**src/hw/rtl/hst_pkg.sv**
```systemverilog
`default_nettype none

package hst_pkg;

  // default capacity of the table
  localparam int unsigned SlotsDefault = 64;

  // fixed field widths
  localparam int unsigned ReqTypeW  = 2;
  localparam int unsigned HandleW   = 17;
  localparam int unsigned PosW      = 6;
  localparam int unsigned ObjW      = 32;
  localparam int unsigned StatusW   = 2;
  localparam int unsigned LiveCntW  = 7;
  localparam int unsigned BaseW     = 16;

  // request codes
  localparam logic [ReqTypeW-1:0] REQ_ADD           = 2'd0;
  localparam logic [ReqTypeW-1:0] REQ_REMOVE        = 2'd1;
  localparam logic [ReqTypeW-1:0] REQ_LOOKUP_HANDLE = 2'd2;
  localparam logic [ReqTypeW-1:0] REQ_LOOKUP_POS    = 2'd3;

  // status codes
  localparam logic [StatusW-1:0] ST_OK    = 2'd0;
  localparam logic [StatusW-1:0] ST_FULL  = 2'd1;
  localparam logic [StatusW-1:0] ST_RANGE = 2'd2;
  localparam logic [StatusW-1:0] ST_ZERO  = 2'd3;

  typedef struct packed {
    logic [ReqTypeW-1:0] req_type;
    logic [HandleW-1:0]  handle_in;
    logic [PosW-1:0]     slot_position;
    logic [ObjW-1:0]     object_in;
  } req_t;

  typedef struct packed {
    logic [StatusW-1:0]  status;
    logic [HandleW-1:0]  handle_out;
    logic [ObjW-1:0]     object_out;
    logic [LiveCntW-1:0] live_count;
  } rsp_t;

endpackage

`default_nettype wire

```
**src/hw/rtl/handle_slot_table.sv**
```systemverilog
// a request is captured with its slot memory read at accept; the result word is registered at completion
// the table takes no new request until the last one completes: slot memory read, then writeback
// a result waiting on a stalled output holds the next request in its read phase
// reset clears the occupancy bitmap, the live count and the handle base;
// the slot memory itself is not cleared, a slot without its occupancy bit reads as zero
`default_nettype none

module handle_slot_table #(
  parameter int unsigned SLOTS = hst_pkg::SlotsDefault
) (
  input  wire logic                      clk_i,
  input  wire logic                      rst_ni,
  // request channel
  input  wire logic                      in_valid_i,
  output logic                           in_stall_o,
  input  wire hst_pkg::req_t             in_data_i,
  // result channel
  output logic                           out_valid_o,
  input  wire logic                      out_stall_i,
  output hst_pkg::rsp_t                  out_data_o,
  // handle base register write
  input  wire logic                      cfg_valid_i,
  output logic                           cfg_ready_o,
  input  wire logic [hst_pkg::BaseW-1:0] cfg_data_i
);

  localparam int unsigned AW = (SLOTS > 1) ? $clog2(SLOTS) : 1;
  localparam int unsigned CW = $clog2(SLOTS + 1);

  // configuration
  logic [hst_pkg::BaseW-1:0] base_q;

  // occupancy bitmap doubles as the valid bits of the slot memory
  logic [SLOTS-1:0] occ_q, occ_d;
  logic [CW-1:0]    count_q, count_d;

  // slot memory and its registered read port
  logic [hst_pkg::ObjW-1:0] slot_mem_q [SLOTS];
  logic [hst_pkg::ObjW-1:0] rdata_q;

  // request held during the read phase
  logic                          busy_q;
  logic [hst_pkg::ReqTypeW-1:0]  req_q;
  logic [AW-1:0]                 addr_q;
  logic [hst_pkg::HandleW-1:0]   hout_q;
  logic [hst_pkg::StatusW-1:0]   st_q;
  logic [hst_pkg::ObjW-1:0]      obj_q;

  // output register
  logic          out_valid_q;
  hst_pkg::rsp_t out_q;

  logic accept, complete;

  // lowest free slot, priority encoded from the bitmap
  logic [AW-1:0] free_idx;
  logic          table_full;

  // handle to slot translation
  logic [hst_pkg::HandleW:0]   hdiff;
  logic                        h_in_range;
  logic                        pos_in_range;
  logic [hst_pkg::HandleW-1:0] pos_ext;

  // accept-phase decode
  logic [AW-1:0]                addr_d;
  logic [hst_pkg::HandleW-1:0]  hout_d;
  logic [hst_pkg::StatusW-1:0]  st_d;
  logic                         slot_ok;

  assign cfg_ready_o = 1'b1;
  assign in_stall_o  = busy_q;
  assign accept      = in_valid_i && !busy_q;
  assign complete    = busy_q && (!out_valid_q || !out_stall_i);

  assign out_valid_o = out_valid_q;
  assign out_data_o  = out_q;

  always_comb begin
    free_idx   = '0;
    table_full = &occ_q;
    for (int i = SLOTS - 1; i >= 0; i--) begin
      if (!occ_q[i]) begin
        free_idx = AW'(i);
      end
    end
  end

  // borrow out of the subtract means the handle sits below the base
  assign hdiff        = {1'b0, in_data_i.handle_in} - (hst_pkg::HandleW + 1)'(base_q);
  assign h_in_range   = !hdiff[hst_pkg::HandleW] &&
                        (hdiff[hst_pkg::HandleW-1:0] < hst_pkg::HandleW'(SLOTS));
  assign pos_ext      = hst_pkg::HandleW'(in_data_i.slot_position);
  assign pos_in_range = pos_ext < hst_pkg::HandleW'(SLOTS);

  // status is settled at accept: the bitmap cannot move while a request is in flight
  always_comb begin
    addr_d  = '0;
    hout_d  = '0;
    st_d    = hst_pkg::ST_OK;
    slot_ok = 1'b0;
    case (in_data_i.req_type)
      hst_pkg::REQ_ADD: begin
        addr_d = free_idx;
        if (in_data_i.object_in == '0) begin
          st_d = hst_pkg::ST_ZERO;
        end else if (table_full) begin
          st_d = hst_pkg::ST_FULL;
        end else begin
          hout_d = hst_pkg::HandleW'(base_q) + hst_pkg::HandleW'(free_idx);
        end
      end
      hst_pkg::REQ_REMOVE, hst_pkg::REQ_LOOKUP_HANDLE: begin
        addr_d  = hdiff[AW-1:0];
        hout_d  = in_data_i.handle_in;
        slot_ok = h_in_range && occ_q[hdiff[AW-1:0]];
        st_d    = slot_ok ? hst_pkg::ST_OK : hst_pkg::ST_RANGE;
      end
      hst_pkg::REQ_LOOKUP_POS: begin
        addr_d  = pos_ext[AW-1:0];
        if (pos_in_range) begin
          hout_d = hst_pkg::HandleW'(base_q) + pos_ext;
        end
        slot_ok = pos_in_range && occ_q[pos_ext[AW-1:0]];
        st_d    = slot_ok ? hst_pkg::ST_OK : hst_pkg::ST_RANGE;
      end
      default: begin
        st_d = hst_pkg::ST_RANGE;
      end
    endcase
  end

  // writeback phase: commit an add or remove that passed its checks to the bitmap and live count
  always_comb begin
    occ_d   = occ_q;
    count_d = count_q;
    if (st_q == hst_pkg::ST_OK) begin
      case (req_q)
        hst_pkg::REQ_ADD: begin
          occ_d[addr_q] = 1'b1;
          count_d       = count_q + CW'(1);
        end
        hst_pkg::REQ_REMOVE: begin
          occ_d[addr_q] = 1'b0;
          count_d       = count_q - CW'(1);
        end
        default: begin
        end
      endcase
    end
  end

  always_ff @(posedge clk_i or negedge rst_ni) begin
    if (!rst_ni) begin
      base_q      <= '0;
      occ_q       <= '0;
      count_q     <= '0;
      busy_q      <= 1'b0;
      out_valid_q <= 1'b0;
    end else begin
      if (cfg_valid_i) begin
        base_q <= cfg_data_i;
      end
      if (accept) begin
        busy_q <= 1'b1;
      end else if (complete) begin
        busy_q <= 1'b0;
      end
      if (complete) begin
        occ_q       <= occ_d;
        count_q     <= count_d;
        out_valid_q <= 1'b1;
      end else if (!out_stall_i) begin
        out_valid_q <= 1'b0;
      end
    end
  end

  // request payload held for the writeback phase
  always_ff @(posedge clk_i) begin
    if (accept) begin
      req_q  <= in_data_i.req_type;
      addr_q <= addr_d;
      hout_q <= hout_d;
      st_q   <= st_d;
      obj_q  <= in_data_i.object_in;
    end
  end

  // slot memory: read at accept, written at completion of a good add
  always_ff @(posedge clk_i) begin
    if (accept) begin
      rdata_q <= slot_mem_q[addr_d];
    end
    if (complete && req_q == hst_pkg::REQ_ADD && st_q == hst_pkg::ST_OK) begin
      slot_mem_q[addr_q] <= obj_q;
    end
  end

  // result word; lookups return the stored word only for an occupied slot
  always_ff @(posedge clk_i) begin
    if (complete) begin
      out_q.status     <= st_q;
      out_q.handle_out <= hout_q;
      out_q.live_count <= hst_pkg::LiveCntW'(count_d);
      if ((req_q == hst_pkg::REQ_LOOKUP_HANDLE || req_q == hst_pkg::REQ_LOOKUP_POS) &&
          st_q == hst_pkg::ST_OK) begin
        out_q.object_out <= rdata_q;
      end else begin
        out_q.object_out <= '0;
      end
    end
  end

endmodule

`default_nettype wire
```
**config.mk**
```make
export PLATFORM = sky130hd
export DESIGN_NAME = handle_slot_table
export DESIGN_NICKNAME = d
export VERILOG_FILES = /design/src/hw/rtl/hst_pkg.sv /design/src/hw/rtl/handle_slot_table.sv
export SDC_FILE = /design/constraint.sdc
export NUM_CORES = 2
export LEC_CHECK = 0
export BUFFER_PORTS_ARGS = -buffer_cell sky130_fd_sc_hd__buf_2
export CORE_MARGIN = 10
export CORE_UTILIZATION = 45
export DETAILED_ROUTE_END_ITERATION = 8
export PLACE_DENSITY = 0.64
export SYNTH_ARGS = -nofsm -noshare
export SYNTH_HDL_FRONTEND = slang
export SYNTH_SLANG_ARGS = --single-unit
```
**constraint.sdc**
```tcl
create_clock -name clk_i -period 15.1 [get_ports clk_i]
set_input_delay 3.02 -clock clk_i [delete_from_list [all_inputs] [get_ports clk_i]]
set_output_delay 3.02 -clock clk_i [all_outputs]
set_load 0.01 [all_outputs]
```
==> results.yml <==
outcome:
  outcome: "finished clean"
timing:
  finalCriticalPeriod_ns: 8.16
  finalSetupViolations: 0
  hold_violations: 0
  final.period_utilization: 0.541
  rsz0062_at_grt: "false"
  fin_tns_setup_ns: 0
  final_max_slew_viol_count: 0
  fmax_mhz: 123
  fin_skew_ns: 0.0587
  worstMarginPinSlew_ns: 1.25
  whs_ns: 0.416
  slew_headroom: 0.165
place:
  dp.cells: 8860
  post-dp-hpwl_um: 144000
  portBuffers: 137
  globalplace.congestion: 0.875
yosys:
  yosys.area_share.simple: 0.0964
  synthAdderAreaFrac: 0.00571
  synthFlopType: "edfxtp_1"
  ys_types: 76
  synthCells: 6270
  async_flop_share: 0.0389
  syn_avg_cell_area_um2: 14.7
  post-synth-top-area-cell: "edfxtp_1"
  synthXorXnorAreaFrac: 0.00467
  yosysSeqAreaShare: 0.742
  synth-edff-count: 2197
  synth_compound_area_frac: 0.0556
  synth_area_mm2: 0.0920
  yosys_warnings: 0
  synth_top_area_share: 0.717
  synth_area_leaders: "edfxtp_1 (72%), mux2i_1 (6.5%), nand2_1 (3.7%)"
  synth_top_family_by_area: "simple AND/OR/NAND/NOR gates"
  synth_mux_area_frac: 0.0757
  synth-seq-cells: 2286
  syn_nets: 6386
min_path:
  hold_start: "hout_q[16]"
  holdPathEnd: "out_data_o[55]"
  whs_path_depth: 0
  min_path_type: "register to register"
setup_path:
  worstSetupEndpointType: "register"
  r2r_setup_slack_ns: 8.75
  startpoint_type: "input port"
  reg2reg_depth: 14
  crit_start: "in_data_i[38]"
  worst-endpoint-required_ns: 15.70
  crit_arrival_ns: 8.76
  critPathKind: "input port to register"
  cp_max_fo: 118
  rr_endpoint: "rdata_q[23]"
clock_network:
  cts_tree: "yes"
  post-cts-setup-buffers: 0
  ctsResizeCount: 0
  cts.sinks: 2286
  h-tree-depth: 4
  cts_root_buf: "clkbuf_16"
  cts_buffers: 226
  cts.clk_slew.worst_paths_ns: 0.06
  clk_latency_ns: 0.87
  postCtsHoldBufs: 0
  max-clock-path-buffers: 3
grt:
  antenna_found_initial: 6
  grt_pass1_vias: 53200
  grt_max_degree: 157
  overflow: 0
  grt_pass1_wl_um: 376000
  track_usage: 0.226
detailed_routing:
  drtAntennaViolNets: 0
  vias: 56300
  dr.pass1.iters: 7
  initialDrtViolationCount: 7616
  vias_per_cell: 6.06
  post_drt_wl_per_cell_um: 28.2
  route.final.wire_length_um: 262000
  drc: 0
floorplan:
  num_rows: 165
  fp.dieH_um: 472
  die_w_um: 472
  start_util: 0.454
  die_area_mm2: 0.223
  ios: 139
  fp.coreArea_mm2: 0.203
layout:
  drive_gt1_frac: 0.115
  syn_to_final_growth_pct: 12.3
  layout.nets: 6532
  fillers: 16600
  fin_util: 0.509
  instances_no_fill: 9279
pwr:
  vdd_drop_max_uv: 133
  p_leak_nw: 35.9
  pwr_density_cell_mw_per_mm2: 143
job:
  cap_violations: 0
[worst max path at each step]
| stage | end | depth (start not counted) |
|---|---|---|
| after global placement | rdata_q[23] | 14 |
| after floorplan | addr_q[0] | 1 |
| after global routing | rdata_q[23] | 14 |
| final | rdata_q[23] | 14 |
| after CTS | rdata_q[23] | 14 |
| after detailed placement | rdata_q[23] | 14 |
[cells by family (layout without fill, tap and decap cells)]
kind of cell	after synthesis	count (layout)
XOR/XNOR	49	49
multiplexers	643	643
AND/OR/NAND/NOR	1974	1974
buffers and inverters	438	771
other	1	5
flip-flops	2286	2286
AO/OA/AOI/OAI	839	839
adder cells (fa/ha/maj)	40	40
[per-layer routing]
metal,track usage,wire length (um),part of all wire
met5,0,13,0.000050
met4,0.0776,9310,0.036
met3,0.0401,24700,0.094
met2,0.360,122000,0.47
met1,0.315,106000,0.40
[synthesized netlist by cell type (6+ instances only)]
cell type and number:
buf_2 130, nor2b_1 12, o211ai_1 10, o22a_1 7, xor2_1 7, mux4_2 41
buf_1 27, nand2b_1 14, and4_1 6, or3_1 34, a21o_1 13, xnor2_1 42
inv_1 48, nand3_1 626, a32oi_1 27, o2111ai_1 29, a211oi_1 6, mux2_2 7
or4_1 7, nand2_1 917, a21oi_1 210, nor3_1 14, clkbuf_1 214, nor4_1 44
edfxtp_1 2197, o21ai_0 186, a31o_2 6, mux2i_1 595, ha_1 34, a21boi_0 6
dfrtp_1 89, and2_1 35, a31oi_1 95, o21bai_1 6, buf_4 8, or2_2 11
o22ai_1 166, nor2_1 178, nand3b_1 6, nand4_1 57, a22oi_1 41
[through the flow]
stage	instance area (um2)	worst slack, ns	total power, mW
4_1_cts	103000	6.95	14.8
6_report	103000	6.94	14.8
5_1_grt	103000	6.74	15.2
2_1_floorplan	92000	7.56	8.73
3_5_place_dp	96200	6.03	9.53
3_3_place_gp	96200	6.09	9.49
[worst max-delay path, stage by stage]
cell	delay, ns
buf_2	0.11
inv_1	0.05
ha_1	0.73
inv_1	0.09
a221o_1	0.41
nand3_4	0.34
buf_4	0.66
buf_12	0.57
buf_4	0.70
mux2i_1	0.27
mux2i_1	0.13
a22oi_1	0.44
nand4_1	0.43
or3_1	0.47
[area by class of cell]
| class | count | area [um2] | area share |
|---|---|---|---|
| Clock inverter | 127 | 1070 | 0.0104 |
| Inverter | 53 | 214 | 0.00207 |
| Sequential cell | 2286 | 68200 | 0.660 |
| Clock buffer | 288 | 5960 | 0.0577 |
| Tap cell | 2672 | 3340 | 0.0324 |
| Antenna cell | 4 | 10.0 | 0.0000969 |
| Multi-Input combinational cell | 3546 | 22500 | 0.218 |
| Timing Repair Buffer | 303 | 1980 | 0.0192 |
[layout by cell type (no fill, tap or decap), drive strengths merged, types with 13 or more instances in the layout]
master / synthesis / layout
a21o: 13 / 13
a21oi: 210 / 210
a22oi: 41 / 41
a31oi: 95 / 95
a32oi: 27 / 27
and2: 35 / 35
buf: 169 / 303
bufinv: 0 / 13
clkbuf: 216 / 288
clkinv: 3 / 107
dfrtp: 89 / 89
edfxtp: 2197 / 2197
ha: 34 / 34
inv: 50 / 56
mux2i: 595 / 595
mux4: 41 / 41
nand2: 917 / 917
nand2b: 14 / 14
nand3: 626 / 626
nand4: 58 / 58
nor2: 178 / 178
nor3: 14 / 14
nor4: 44 / 44
o2111ai: 29 / 29
o21ai: 188 / 188
o22ai: 166 / 166
or3: 34 / 34
xnor2: 42 / 42
[registers in the layout, indices dropped and copies added (netlist names), 2 cells and up, named ones only]
signal	cells
rdata_q	32
st_q	2
base_q	16
obj_q	32
count_q	7
req_q	2
out_data_o	58
hout_q	17
addr_q	6
slot_mem_q	2048
[power breakdown]
part / internal, mW / switching, mW / leakage, nW
combinational: 0.540 / 1.41 / 11.5
clock: 3.01 / 2.39 / 3.43
sequential: 7.35 / 0.112 / 21.0
total: 10.9 / 3.91 / 35.9
No activity file was read; power rests on OpenSTA's default activity.
